[config.mk]
export PLATFORM = sky130hd
export DESIGN_NAME = two_mode_frame_deframer_unit_flat
export DESIGN_NICKNAME = d
export VERILOG_FILES = /design/src/hdl/tmfd_pkg.sv /design/src/hdl/tmfd_req_if.sv /design/src/hdl/tmfd_rsp_if.sv /design/src/hdl/tmfd_parse.sv /design/src/hdl/tmfd_queue.sv /design/src/hdl/tmfd_emit.sv /design/src/hdl/two_mode_frame_deframer_unit.sv /design/src/flat_wrapper.sv
export SDC_FILE = /design/constraint.sdc
export NUM_CORES = 1
export LEC_CHECK = 0
export CORE_MARGIN = 3
export CORE_UTILIZATION = 57
export DETAILED_ROUTE_END_ITERATION = 8
export DONT_BUFFER_PORTS = 1
export MAX_ROUTING_LAYER = met4
export PLACE_DENSITY = 0.75
export SYNTH_ARGS = -nofsm -noshare
export SYNTH_HDL_FRONTEND = slang
export SYNTH_SLANG_ARGS = --single-unit
[constraint.sdc]
create_clock -name clock -period 2.65 [get_ports clock]
set_input_delay 0.1325 -clock clock [delete_from_list [all_inputs] [get_ports clock]]
set_output_delay 0.1325 -clock clock [all_outputs]
set_load 0.01 [all_outputs]
[src/hdl/tmfd_pkg.sv]
// Shared constants and types for the two-mode frame deframer
package tmfd_pkg;

   localparam int CELL_COUNT  = 9;
   localparam int STORE_DEPTH = 2 * CELL_COUNT;
   localparam int QUEUE_DEPTH = 2;

   localparam int BYTE_W   = 8;
   localparam int MODE_W   = 2;
   localparam int INDEX_W  = 4;
   localparam int CSR_W    = 3;
   localparam int ADDR_W   = $clog2(STORE_DEPTH);
   localparam int CNT_W    = $clog2(STORE_DEPTH + 1);
   localparam int CELL_W   = $clog2(CELL_COUNT + 1);
   localparam int QPTR_W   = (QUEUE_DEPTH > 1) ? $clog2(QUEUE_DEPTH) : 1;
   localparam int QCNT_W   = $clog2(QUEUE_DEPTH + 1);

   localparam logic [MODE_W-1:0] MODE_CELL = 2'd1;
   localparam logic [MODE_W-1:0] MODE_PAIR = 2'd2;

   localparam logic [MODE_W-1:0] RST_FRAME_MODE  = MODE_PAIR;
   localparam logic [BYTE_W-1:0] RST_HEAD_FIRST  = 8'h43;
   localparam logic [BYTE_W-1:0] RST_HEAD_SECOND = 8'h4B;
   localparam logic [BYTE_W-1:0] RST_TAIL_FIRST  = 8'h59;
   localparam logic [BYTE_W-1:0] RST_TAIL_SECOND = 8'h46;

   typedef enum logic [CSR_W-1:0] {
      CSR_FRAME_MODE  = 3'd0,
      CSR_HEAD_FIRST  = 3'd1,
      CSR_HEAD_SECOND = 3'd2,
      CSR_TAIL_FIRST  = 3'd3,
      CSR_TAIL_SECOND = 3'd4
   } csr_index_type;

   typedef enum logic {
      CMD_STORE = 1'b0,
      CMD_EMIT  = 1'b1
   } cmd_kind_type;

   typedef struct packed {
      cmd_kind_type        kind;
      logic                mode_cell;
      logic [ADDR_W-1:0]   addr;
      logic [BYTE_W-1:0]   data;
   } cmd_type;

   typedef struct packed {
      logic full;
      logic empty;
   } queue_status_type;

endpackage

[src/hdl/tmfd_req_if.sv]
// Received-byte channel
interface tmfd_req_if;
   import tmfd_pkg::*;

   logic              valid;
   logic              ready;
   logic [BYTE_W-1:0] rx_byte;

   modport source (output valid, output rx_byte, input ready);
   modport sink   (input valid, input rx_byte, output ready);
endinterface

[src/hdl/tmfd_rsp_if.sv]
// Cell result channel
interface tmfd_rsp_if;
   import tmfd_pkg::*;

   logic               valid;
   logic               ready;
   logic [INDEX_W-1:0] cell_index;
   logic [BYTE_W-1:0]  state_or_x;
   logic [BYTE_W-1:0]  y_coord;
   logic               last_cell;

   modport source (output valid, output cell_index, output state_or_x, output y_coord,
                   output last_cell, input ready);
   modport sink   (input valid, input cell_index, input state_or_x, input y_coord,
                   input last_cell, output ready);
endinterface

[src/hdl/tmfd_parse.sv]
// Front end: config registers, frame parser, command generation
module tmfd_parse (
   input  logic                         clock,
   input  logic                         reset,
   tmfd_req_if.sink                     req_ch,
   input  logic                         csr_we,
   input  logic [tmfd_pkg::CSR_W-1:0]   csr_index,
   input  logic [tmfd_pkg::BYTE_W-1:0]  csr_wdata,
   input  tmfd_pkg::queue_status_type   q_status,
   output logic                         push,
   output tmfd_pkg::cmd_type            push_cmd
);
   import tmfd_pkg::*;

   typedef enum logic [2:0] {
      PH_HEAD1   = 3'd0,
      PH_HEAD2   = 3'd1,
      PH_MODE    = 3'd2,
      PH_PAYLOAD = 3'd3,
      PH_TAIL1   = 3'd4,
      PH_TAIL2   = 3'd5
   } phase_type;

   phase_type          phase_ff, phase_in;
   logic [CNT_W-1:0]   count_ff, count_in;
   logic [MODE_W-1:0]  mode_ff;
   logic [BYTE_W-1:0]  head1_ff, head2_ff, tail1_ff, tail2_ff;
   logic               accept;
   logic               mode_ok;
   logic               mode_cell;
   logic [CNT_W-1:0]   len;
   logic [BYTE_W-1:0]  b;

   assign req_ch.ready = !q_status.full;
   assign accept       = req_ch.valid && req_ch.ready;
   assign b            = req_ch.rx_byte;
   assign mode_ok      = (mode_ff == MODE_CELL) || (mode_ff == MODE_PAIR);
   assign mode_cell    = (mode_ff == MODE_CELL);
   assign len          = mode_cell ? CNT_W'(CELL_COUNT) : CNT_W'(STORE_DEPTH);

   always_comb begin
      phase_in       = phase_ff;
      count_in       = count_ff;
      push           = 1'b0;
      push_cmd.kind  = CMD_STORE;
      push_cmd.mode_cell = mode_cell;
      push_cmd.addr  = count_ff[ADDR_W-1:0];
      push_cmd.data  = b;
      if (accept && mode_ok) begin
         case (phase_ff)
            PH_HEAD2: begin
               if (b == head2_ff) phase_in = PH_MODE;
            end
            PH_MODE: begin
               if (b == BYTE_W'(mode_ff)) begin
                  phase_in = PH_PAYLOAD;
                  count_in = '0;
               end
            end
            PH_PAYLOAD: begin
               push     = 1'b1;
               count_in = count_ff + CNT_W'(1);
               if (count_in >= len) phase_in = PH_TAIL1;
            end
            PH_TAIL1: begin
               if (b == tail1_ff) phase_in = PH_TAIL2;
            end
            PH_TAIL2: begin
               if (b == tail2_ff) begin
                  phase_in      = PH_HEAD1;
                  count_in      = '0;
                  push          = 1'b1;
                  push_cmd.kind = CMD_EMIT;
               end
            end
            default: begin
               phase_in = (b == head1_ff) ? PH_HEAD2 : PH_HEAD1;
            end
         endcase
      end
   end

   always_ff @(posedge clock) begin
      if (reset) begin
         phase_ff <= PH_HEAD1;
         count_ff <= '0;
         mode_ff  <= RST_FRAME_MODE;
         head1_ff <= RST_HEAD_FIRST;
         head2_ff <= RST_HEAD_SECOND;
         tail1_ff <= RST_TAIL_FIRST;
         tail2_ff <= RST_TAIL_SECOND;
      end else begin
         phase_ff <= phase_in;
         count_ff <= count_in;
         if (csr_we) begin
            case (csr_index)
               CSR_FRAME_MODE: begin
                  mode_ff  <= csr_wdata[MODE_W-1:0];
                  phase_ff <= PH_HEAD1;
                  count_ff <= '0;
               end
               CSR_HEAD_FIRST:  head1_ff <= csr_wdata;
               CSR_HEAD_SECOND: head2_ff <= csr_wdata;
               CSR_TAIL_FIRST:  tail1_ff <= csr_wdata;
               CSR_TAIL_SECOND: tail2_ff <= csr_wdata;
               default: ;
            endcase
         end
      end
   end

endmodule

[src/hdl/tmfd_queue.sv]
// Short command queue between parser and emitter
module tmfd_queue (
   input  logic                        clock,
   input  logic                        reset,
   input  logic                        push,
   input  tmfd_pkg::cmd_type           push_cmd,
   input  logic                        pop,
   output tmfd_pkg::cmd_type           head_cmd,
   output tmfd_pkg::queue_status_type  q_status
);
   import tmfd_pkg::*;

   cmd_type            entry_ff [QUEUE_DEPTH];
   logic [QPTR_W-1:0]  wptr_ff, rptr_ff;
   logic [QCNT_W-1:0]  fill_ff;
   logic               do_push, do_pop;

   assign q_status.full  = (fill_ff == QCNT_W'(QUEUE_DEPTH));
   assign q_status.empty = (fill_ff == '0);
   assign do_push        = push && !q_status.full;
   assign do_pop         = pop && !q_status.empty;
   assign head_cmd       = entry_ff[rptr_ff];

   function automatic logic [QPTR_W-1:0] wrap_inc(input logic [QPTR_W-1:0] p);
      return (p == QPTR_W'(QUEUE_DEPTH - 1)) ? '0 : p + QPTR_W'(1);
   endfunction

   always_ff @(posedge clock) begin
      if (do_push) entry_ff[wptr_ff] <= push_cmd;
   end

   always_ff @(posedge clock) begin
      if (reset) begin
         wptr_ff <= '0;
         rptr_ff <= '0;
         fill_ff <= '0;
      end else begin
         if (do_push) wptr_ff <= wrap_inc(wptr_ff);
         if (do_pop)  rptr_ff <= wrap_inc(rptr_ff);
         if (do_push && !do_pop)      fill_ff <= fill_ff + QCNT_W'(1);
         else if (do_pop && !do_push) fill_ff <= fill_ff - QCNT_W'(1);
      end
   end

endmodule

[src/hdl/tmfd_emit.sv]
// Back end: payload store and per-cell result sequencer
module tmfd_emit (
   input  logic                        clock,
   input  logic                        reset,
   input  tmfd_pkg::cmd_type           head_cmd,
   input  tmfd_pkg::queue_status_type  q_status,
   output logic                        pop,
   tmfd_rsp_if.source                  rsp_ch
);
   import tmfd_pkg::*;

   typedef enum logic {
      ST_IDLE = 1'b0,
      ST_RUN  = 1'b1
   } emit_state_type;

   emit_state_type      state_ff;
   logic [BYTE_W-1:0]   store_mem [STORE_DEPTH];
   logic [CELL_W-1:0]   cell_ff;
   logic                mode_cell_ff;
   logic                valid_ff;
   logic [INDEX_W-1:0]  index_ff;
   logic [BYTE_W-1:0]   x_ff, y_ff;
   logic                last_ff;
   logic                load;
   logic                final_cell;
   logic [ADDR_W-1:0]   addr_x, addr_y;

   assign pop        = (state_ff == ST_IDLE) && !q_status.empty;
   assign load       = (state_ff == ST_RUN) && (!valid_ff || rsp_ch.ready);
   assign final_cell = (cell_ff == CELL_W'(CELL_COUNT - 1));
   assign addr_x     = mode_cell_ff ? ADDR_W'(cell_ff) : ADDR_W'({cell_ff, 1'b0});
   assign addr_y     = ADDR_W'({cell_ff, 1'b1});

   assign rsp_ch.valid      = valid_ff;
   assign rsp_ch.cell_index = index_ff;
   assign rsp_ch.state_or_x = x_ff;
   assign rsp_ch.y_coord    = y_ff;
   assign rsp_ch.last_cell  = last_ff;

   always_ff @(posedge clock) begin
      if (reset) begin
         state_ff <= ST_IDLE;
         valid_ff <= 1'b0;
         cell_ff  <= '0;
      end else begin
         if (load)              valid_ff <= 1'b1;
         else if (rsp_ch.ready) valid_ff <= 1'b0;
         case (state_ff)
            ST_IDLE: begin
               if (pop) begin
                  if (head_cmd.kind == CMD_STORE) begin
                     store_mem[head_cmd.addr] <= head_cmd.data;
                  end else begin
                     mode_cell_ff <= head_cmd.mode_cell;
                     cell_ff      <= '0;
                     state_ff     <= ST_RUN;
                  end
               end
            end
            ST_RUN: begin
               if (load) begin
                  index_ff <= INDEX_W'(cell_ff);
                  x_ff     <= store_mem[addr_x];
                  y_ff     <= mode_cell_ff ? '0 : store_mem[addr_y];
                  last_ff  <= final_cell;
                  cell_ff  <= cell_ff + CELL_W'(1);
                  if (final_cell) state_ff <= ST_IDLE;
               end
            end
            default: state_ff <= ST_IDLE;
         endcase
      end
   end

endmodule

[src/hdl/two_mode_frame_deframer_unit.sv]
// Top level of the two-mode header/trailer frame deframer
// Takes one received byte per cycle while the two-entry command queue has room; a byte
// that matches nothing in a fixed-byte phase is dropped. Payload bytes go to an
// 18-byte store, one write per cycle while the back end is idle. The closing trailer
// byte releases nine cell results, one per cycle while the result channel is ready,
// out of the store's two read ports; the back end takes the command, then reads out
// the cells, and meanwhile the parser keeps accepting bytes until the queue fills.
// Results leave through a registered output stage.
module two_mode_frame_deframer_unit (
   input  logic                         clock,
   input  logic                         reset,
   tmfd_req_if.sink                     req_ch,
   tmfd_rsp_if.source                   rsp_ch,
   input  logic                         csr_we,
   input  logic [tmfd_pkg::CSR_W-1:0]   csr_index,
   input  logic [tmfd_pkg::BYTE_W-1:0]  csr_wdata
);
   import tmfd_pkg::*;

   logic              push;
   logic              pop;
   cmd_type           push_cmd;
   cmd_type           head_cmd;
   queue_status_type  q_status;

   tmfd_parse u_parse (
      .clock     (clock),
      .reset     (reset),
      .req_ch    (req_ch),
      .csr_we    (csr_we),
      .csr_index (csr_index),
      .csr_wdata (csr_wdata),
      .q_status  (q_status),
      .push      (push),
      .push_cmd  (push_cmd)
   );

   tmfd_queue u_queue (
      .clock    (clock),
      .reset    (reset),
      .push     (push),
      .push_cmd (push_cmd),
      .pop      (pop),
      .head_cmd (head_cmd),
      .q_status (q_status)
   );

   tmfd_emit u_emit (
      .clock    (clock),
      .reset    (reset),
      .head_cmd (head_cmd),
      .q_status (q_status),
      .pop      (pop),
      .rsp_ch   (rsp_ch)
   );

endmodule

[src/flat_wrapper.sv]
// flat-port wrapper written by rule: the top's interface ports become plain ports
module two_mode_frame_deframer_unit_flat import tmfd_pkg::*;
  (clock, reset, csr_we, csr_index, csr_wdata, req_ch_valid, req_ch_rx_byte, req_ch_ready, rsp_ch_valid, rsp_ch_cell_index, rsp_ch_state_or_x, rsp_ch_y_coord, rsp_ch_last_cell, rsp_ch_ready);
  tmfd_req_if req_ch_i ();
  tmfd_rsp_if rsp_ch_i ();
  input  logic clock;
  input  logic reset;
  input  logic csr_we;
  input  logic [tmfd_pkg::CSR_W-1:0] csr_index;
  input  logic [tmfd_pkg::BYTE_W-1:0] csr_wdata;
  input wire logic [$bits(req_ch_i.valid)-1:0] req_ch_valid;
  input wire logic [$bits(req_ch_i.rx_byte)-1:0] req_ch_rx_byte;
  output wire logic [$bits(req_ch_i.ready)-1:0] req_ch_ready;
  output wire logic [$bits(rsp_ch_i.valid)-1:0] rsp_ch_valid;
  output wire logic [$bits(rsp_ch_i.cell_index)-1:0] rsp_ch_cell_index;
  output wire logic [$bits(rsp_ch_i.state_or_x)-1:0] rsp_ch_state_or_x;
  output wire logic [$bits(rsp_ch_i.y_coord)-1:0] rsp_ch_y_coord;
  output wire logic [$bits(rsp_ch_i.last_cell)-1:0] rsp_ch_last_cell;
  input wire logic [$bits(rsp_ch_i.ready)-1:0] rsp_ch_ready;
  assign req_ch_i.valid = req_ch_valid;
  assign req_ch_i.rx_byte = req_ch_rx_byte;
  assign req_ch_ready = req_ch_i.ready;
  assign rsp_ch_valid = rsp_ch_i.valid;
  assign rsp_ch_cell_index = rsp_ch_i.cell_index;
  assign rsp_ch_state_or_x = rsp_ch_i.state_or_x;
  assign rsp_ch_y_coord = rsp_ch_i.y_coord;
  assign rsp_ch_last_cell = rsp_ch_i.last_cell;
  assign rsp_ch_i.ready = rsp_ch_ready;
  two_mode_frame_deframer_unit u_core (.clock(clock), .reset(reset), .req_ch(req_ch_i), .rsp_ch(rsp_ch_i), .csr_we(csr_we), .csr_index(csr_index), .csr_wdata(csr_wdata));
endmodule
==> impl_metrics.tcl, run 1 <==
set metrics [dict create \
    worst_pin_slew_ps 741 \
    routed_via_density 6.39 \
    start_kind "flop" \
    ctsHtreeMaxLevel 1 \
    synthMuxAreaShare 0.104 \
    drive_gt1_frac 0.163 \
    ys_ff_latch 249 \
    core_um2 18800 \
    max_freq_mhz 406 \
    final_max_slew_viol_count 0 \
    port_buffers 0 \
    fin_crit_ps 2470 \
    die-area_um2 21000 \
    hold_slack_ps 19.8 \
    pwr-share-clk 0.376 \
    irDropWorstVdd_mv 0.581 \
    yosys.area_share.simple 0.107 \
    cts.clk_slew.worst_paths_ps 60 \
    grt_overflow_total 0 \
    hp-class "input port to flop" \
    postLayoutCellArea_um2 12600 \
    p_leak_nw 4.30 \
    gp_congestion 0.919 \
    clock-sinks 249 \
    cts_buffers 25 \
    cts_setup_buffers 0 \
    ctsLongestPathBuffers 3 \
    worst_ep_arrival_time_ps 2870 \
    setup_viol 0 \
    critPathRequiredTime_ps 3050 \
    status "finished clean" \
    num_io_pins 47 \
    ys_warn_count 0 \
    fill_cells 1275 \
    yosys-top-cells-area "edfxtp_1, dfxtp_1, mux4_2" \
    antenna_found_initial 0 \
    tns_ps 0 \
    synth_area_um2 11000 \
    seqPwrFrac 0.464 \
    synth_edf_count 196 \
    wl_per_cell_um 23.2 \
    slew_headroom 0.501 \
    synth_ff_type "edfxtp_1" \
    first_pass_iters 5 \
    start_util 0.583 \
    sw_frac_of_total 0.247 \
    critPathCaptureType "flop" \
    synthAdderAreaFrac 0.0103 \
    path_class "flop to flop" \
    grt_pass1_wl_um 41400 \
    diodes 0 \
    fin_nets 910 \
    place_area_um2 11500 \
    dr_total_vias 7368 \
    finalCritPeriodShare 0.930 \
    cap_violations 0 \
    netSwitchingPower_mw 2.43 \
    grtUsageTotal 0.268 \
    drc_errors 0 \
    ys_seq_area_frac 0.633 \
    die_w_um 145 \
    first_iter_violations 804 \
    yosys.area.top_type "edfxtp_1" \
    power_mw 9.85 \
    hold_viol 0 \
    synthXorXnorAreaFrac 0.0335 \
    internal-power_mw 7.42 \
    async_flop_share 0 \
    synth_compound_area_frac 0.0883 \
    grt_max_degree 50 \
    yosysTopAreaCellShare 0.536 \
    syn_area_per_cell_um2 13.2 \
    p_comb_frac 0.160 \
    insertion_delay_ps 510 \
    drt_wl_total_um 26800 \
    p_per_area_nw_per_um2 784 \
    syn2layout_area_growth_pct 14.6 \
    synthCells 831 \
    cts_tree "yes" \
    cts_root_buf "clkbuf_16" \
    rsz0062_at_grt "no" \
    grt_pass1_vias 7266 \
    synth_top_family_by_area "simple AND/OR/NAND/NOR gates" \
    skew_ps 8.66 \
    ys_types 62 \
    syn_nets 864 \
    dp_hpwl_um 18100 \
    ant_nets 0 \
    die_y_um 145 \
    rows 50 \
    path_max_fanout 5 \
]
[power groups by stage]
| stage | Combinational, mW | Sequential (mW) | Clock (mW) |
|---|---|---|---|
| after detailed placement | 1.48 | 4.66 | 0 |
| after floorplan | 1.12 | 4.63 | 0 |
| after CTS | 1.56 | 4.57 | 3.75 |
| after global routing | 1.71 | 4.59 | 3.90 |
| final | 1.57 | 4.58 | 3.70 |
| after global placement | 1.43 | 4.65 | 0 |
[area by class of cell]
class | count | area (um2) | share of cell area
inverter | 15 | 56.3 | 0.00448
tap | 260 | 325 | 0.0259
clock buffer | 26 | 629 | 0.0500
sequential | 249 | 6950 | 0.553
timing repair buffer | 69 | 593 | 0.0472
clock inverter | 17 | 236 | 0.0188
multi-input combinational | 517 | 3790 | 0.301
[cell usage after synthesis, types with 12 or more instances]
library cell and count:
nand2b_1 14, nor2_1 67, mux4_2 36, nand2_1 92, edfxtp_1 196, nor2b_1 13, xor2_1 29, dfxtp_1 53
mux2i_1 18, o21ai_0 26, clkbuf_1 35, inv_1 13, mux2_2 12, xnor2_1 13, a21oi_1 44, nand3_1 17
[registers in the layout, indices dropped and copies added, names as in the netlist, 2 cells and up, named ones only]
signal	cells
u_core.u_parse.tail2_ff	8
u_core.u_parse.tail1_ff	8
u_core.u_parse.phase_ff	3
u_core.u_parse.head1_ff	8
u_core.u_emit.cell_ff	4
u_core.u_parse.count_ff	5
u_core.u_emit.rsp_ch.y_coord	8
u_core.u_emit.rsp_ch.state_or_x	8
u_core.u_emit.rsp_ch.cell_index	4
u_core.u_parse.mode_ff	2
u_core.u_parse.head2_ff	8
u_core.u_emit.store_mem	144
u_core.u_queue.entry_ff	30
u_core.u_queue.fill_ff	2
[placed cells by master (no fill, tap or decap), types with 12 or more instances in the layout]
cell           synthesis  final
edfxtp_1             196    196
nand2_1               92     91
nor2_1                67     65
dfxtp_1               53     52
buf_4                  1     47
a21oi_1               44     44
mux4_2                36     36
xor2_1                29     29
o21ai_0               26     26
clkbuf_16              0     25
dlygate4sd3_1          0     20
nand3_1               17     17
mux2i_1               18     17
nand2b_1              14     14
nor2b_1               13     13
inv_1                 13     13
xnor2_1               13     13
mux2_2                12     12
[worst paths after layout]
check / start / end / slack (ps) / cells past startpoint
setup / recovery: u_core.u_parse.tail2_ff[0] / u_core.u_queue.fill_ff[0] / 180 / 9
hold / removal: req_ch_rx_byte[4] / u_core.u_parse.phase_ff[0] / 20 / 4
setup reg to reg: u_core.u_parse.tail2_ff[0] / u_core.u_queue.fill_ff[0] / 180 / 9
hold reg to reg: u_core.u_parse.tail2_ff[0] / u_core.u_parse.tail2_ff[0] / 470 / 2
[stage by stage]
stage / cells / worst slack, ps / util
floorplan: 831 / 389 / -
global placement: 1089 / 372 / 0.609
detailed placement: 1089 / 292 / 0.609
CTS: 1153 / 57.0 / 0.667
global route: 1153 / 17.3 / 0.668
finish: 1153 / 184 / 0.668
[timing repair]
action,4_1_cts,5_1_grt
hold buffers,21,0
hold endpoints to repair,70,0
resized for setup,0,4
setup endpoints to repair,0,1
[cells by family (layout without fill, tap and decap cells)]
kind of cell | count (synthesis) | in the layout
flops | 249 | 249
fa+ha+maj | 9 | 9
mux | 67 | 67
xor+xnor | 42 | 42
compound gates | 147 | 147
simple gates | 252 | 252
buf+inv | 65 | 127
[critical path: stages, from the launching register on]
cell and delay, ps:
dfxtp_1 340, xor2_1 210, nor4_1 80, buf_4 160, a31oi_1 370, nor2_4 70, ha_1 350, xor2_1 170
nor2_1 50, dlygate4sd3_1 550
[layer usage]
| metal | global-route usage | share of wire | vias up | wire (um) |
|---|---|---|---|---|
| li1 | - | - | 3221 | - |
| met1 | 0.334 | 0.37 | 3602 | 9850 |
| met2 | 0.439 | 0.50 | 453 | 13400 |
| met3 | 0.0460 | 0.089 | 92 | 2390 |
| met4 | 0.107 | 0.045 | 0 | 1200 |
| met5 | - | 0 | - | 0 |
Power figures use the tool's default switching activity.
==> run 2: changes to the inputs <==
--- a/config.mk
+++ b/config.mk
@@ -13,4 +13,5 @@
 export PLACE_DENSITY = 0.75
 export SYNTH_ARGS = -nofsm -noshare
 export SYNTH_HDL_FRONTEND = slang
+export SYNTH_HIERARCHICAL = 1
 export SYNTH_SLANG_ARGS = --single-unit
==> impl_metrics.tcl, run 2 <==
set metrics [dict create \
    p_per_area_nw_per_um2 619 \
    grt_pass1_wl_um 42400 \
    path_class "flop to flop" \
    ctsLongestPathBuffers 3 \
    cts.clk_slew.worst_paths_ps 70 \
    ys_ff_latch 249 \
    finalCritPeriodShare 0.940 \
    path_max_fanout 37 \
    setup_viol 0 \
    cap_violations 0 \
    cts_tree "yes" \
    cts_buffers 26 \
    fin_crit_ps 2490 \
    ys_types 72 \
    reg2reg_slack_ps 160 \
    synthCells 909 \
    synth_area_um2 11500 \
    reg2reg_to "u_core/u_emit/cell_ff[1]" \
    min_from "csr_we" \
    insertion_delay_ps 530 \
    fin_util 0.657 \
    power_mw 8.00 \
    syn_nets 942 \
    synth_ff_type "edfxtp_1" \
    grtUsageTotal 0.258 \
    mostFrequentLayoutCells "edfxtp_1, nand2_1, nor2_1" \
    routed_via_density 6.18 \
    diodes 0 \
    hold_path_end "u_core/u_parse/mode_ff[1]" \
    yosys.area.top_type "edfxtp_1" \
    num_io_pins 47 \
    fin_nets 971 \
    start_util 0.586 \
    grt_overflow_total 0 \
    rows 51 \
    worst_pin_slew_ps 881 \
    hp-class "input port to flop" \
    dr_total_vias 7558 \
    dp_hpwl_um 17300 \
    grt_max_degree 57 \
    fin_ws_ps 160 \
    p_leak_nw 4.42 \
    port_buffers 0 \
    ys_warn_count 6 \
    first_pass_iters 6 \
    yosysTopAreaCellShare 0.511 \
    ctsHtreeMaxLevel 1 \
    reg2regPathDepth 6 \
    hold_viol 0 \
    largest_reg_flops 144 \
    async_flop_share 0 \
    r2r_start "u_core/u_emit/cell_ff[0]" \
    critPathRequiredTime_ps 3110 \
    status "finished clean" \
    final_common_cell "edfxtp_1" \
    grt_pass1_vias 7477 \
    top_regs "u_core/u_emit/store_mem: 144 flops, u_core/u_queue/entry_ff: 30 flops" \
    die_y_um 148 \
    final_max_slew_viol_count 0 \
    start_kind "flop" \
    max_freq_mhz 402 \
    rsz0062_at_grt "no" \
    yosys-top-cells-area "edfxtp_1, dfxtp_1, mux2i_1" \
    core_um2 19700 \
    worst_ep_arrival_time_ps 2950 \
    tns_ps 0 \
    cts_setup_buffers 0 \
    skew_ps 18.2 \
    die-area_um2 22000 \
    antenna_found_initial 0 \
    drive_gt1_frac 0.150 \
    first_iter_violations 720 \
    irDropWorstVdd_mv 0.574 \
    yosysMostFrequentCell "edfxtp_1" \
    syn_area_per_cell_um2 12.7 \
    synth_edf_count 196 \
    cts_root_buf "clkbuf_16" \
    hold_slack_ps 21.4 \
    drc_errors 0 \
    die_w_um 148 \
    largest-register "u_core/u_emit/store_mem" \
    wl_per_cell_um 22.7 \
    drt_wl_total_um 27700 \
    ys_top_cells_by_count "edfxtp_1, nand2_1, nor2_1, dfxtp_1, a21oi_1" \
    ys_seq_area_frac 0.603 \
    hold_depth 3 \
    gp_congestion 0.861 \
    syn2layout_area_growth_pct 12.1 \
    critPathCaptureType "flop" \
    ant_nets 0 \
    clock-sinks 249 \
    dp_worst_setup_slack_ps 202 \
    slew_headroom 0.410 \
]
-- run 2: kinds of logic after synthesis --
logic type                 Yosys count  share of synthesized area
buffers and inverters               76                     0.0399
DFF                                249                      0.603
AOI/OAI and AO/OA                  170                      0.101
adders and majority gates           14                     0.0141
and+or+nand+nor                    274                      0.117
xor gates and xnor gates            42                     0.0319
muxes                               84                     0.0941
-- run 2: worst max-delay path by stage --
stage	start	end	slack, ps	depth (start not counted)
after CTS	u_core/u_parse/mode_ff[1]	u_core/u_queue/fill_ff[1]	180	11
after floorplan	u_core/u_parse/mode_ff[1]	u_core/u_queue/entry_ff[0][0]	130	9
after global placement	u_core/u_parse/mode_ff[1]	u_core/u_queue/fill_ff[1]	250	11
after global routing	u_core/u_emit/cell_ff[0]	u_core/u_emit/cell_ff[1]	50	6
final	u_core/u_emit/cell_ff[0]	u_core/u_emit/cell_ff[1]	160	6
after detailed placement	u_core/u_parse/mode_ff[1]	u_core/u_queue/fill_ff[1]	200	11
-- run 2: worst max-delay path, stage by stage, from the launching register on --
cell,delay [ps]
dfxtp_4,530
buf_12,270
clkinv_1,380
ha_1,430
nand3_1,70
a21oi_1,170
dlygate4sd3_1,570
-- run 2: where the power goes --
group | total [mW] | switching [mW] | internal (mW)
clock | 3.66 | 1.50 | 2.16
combinational | 0.157 | 0.0815 | 0.0751
sequential | 4.19 | 0.0129 | 4.17
-- run 2: per-layer routing --
layer	up-vias	routed length (um)	global-route usage	share of wire
li1	3462	-	-	-
met1	3675	11100	0.332	0.40
met2	350	13500	0.416	0.49
met3	71	2060	0.0420	0.074
met4	0	1080	0.0998	0.039
met5	-	0	-	0
-- run 2: cell type report --
type	count	area, um2
Clock buffer	30	687
Inverter	10	37.5
Timing Repair Buffer	67	613
Sequential cell	249	6950
Tap cell	265	332
Fill cell	1452	6730
Clock inverter	17	175
Multi-Input combinational cell	584	4130
-- run 2: repair_timing --
| item | CTS | global route |
|---|---|---|
| gates resized for setup | 0 | 1 |
| endpoints found under the setup margin | 0 | 1 |
| hold buffers | 25 | 0 |
| hold endpoints to repair | 70 | 0 |
-- run 2: metrics by stage --
step / instance area (um2) / cells
floorplan: 11500 / 909
global placement: 11800 / 1150
detailed placement: 11800 / 1150
CTS: 12900 / 1222
global route: 12900 / 1222
finish: 12900 / 1222
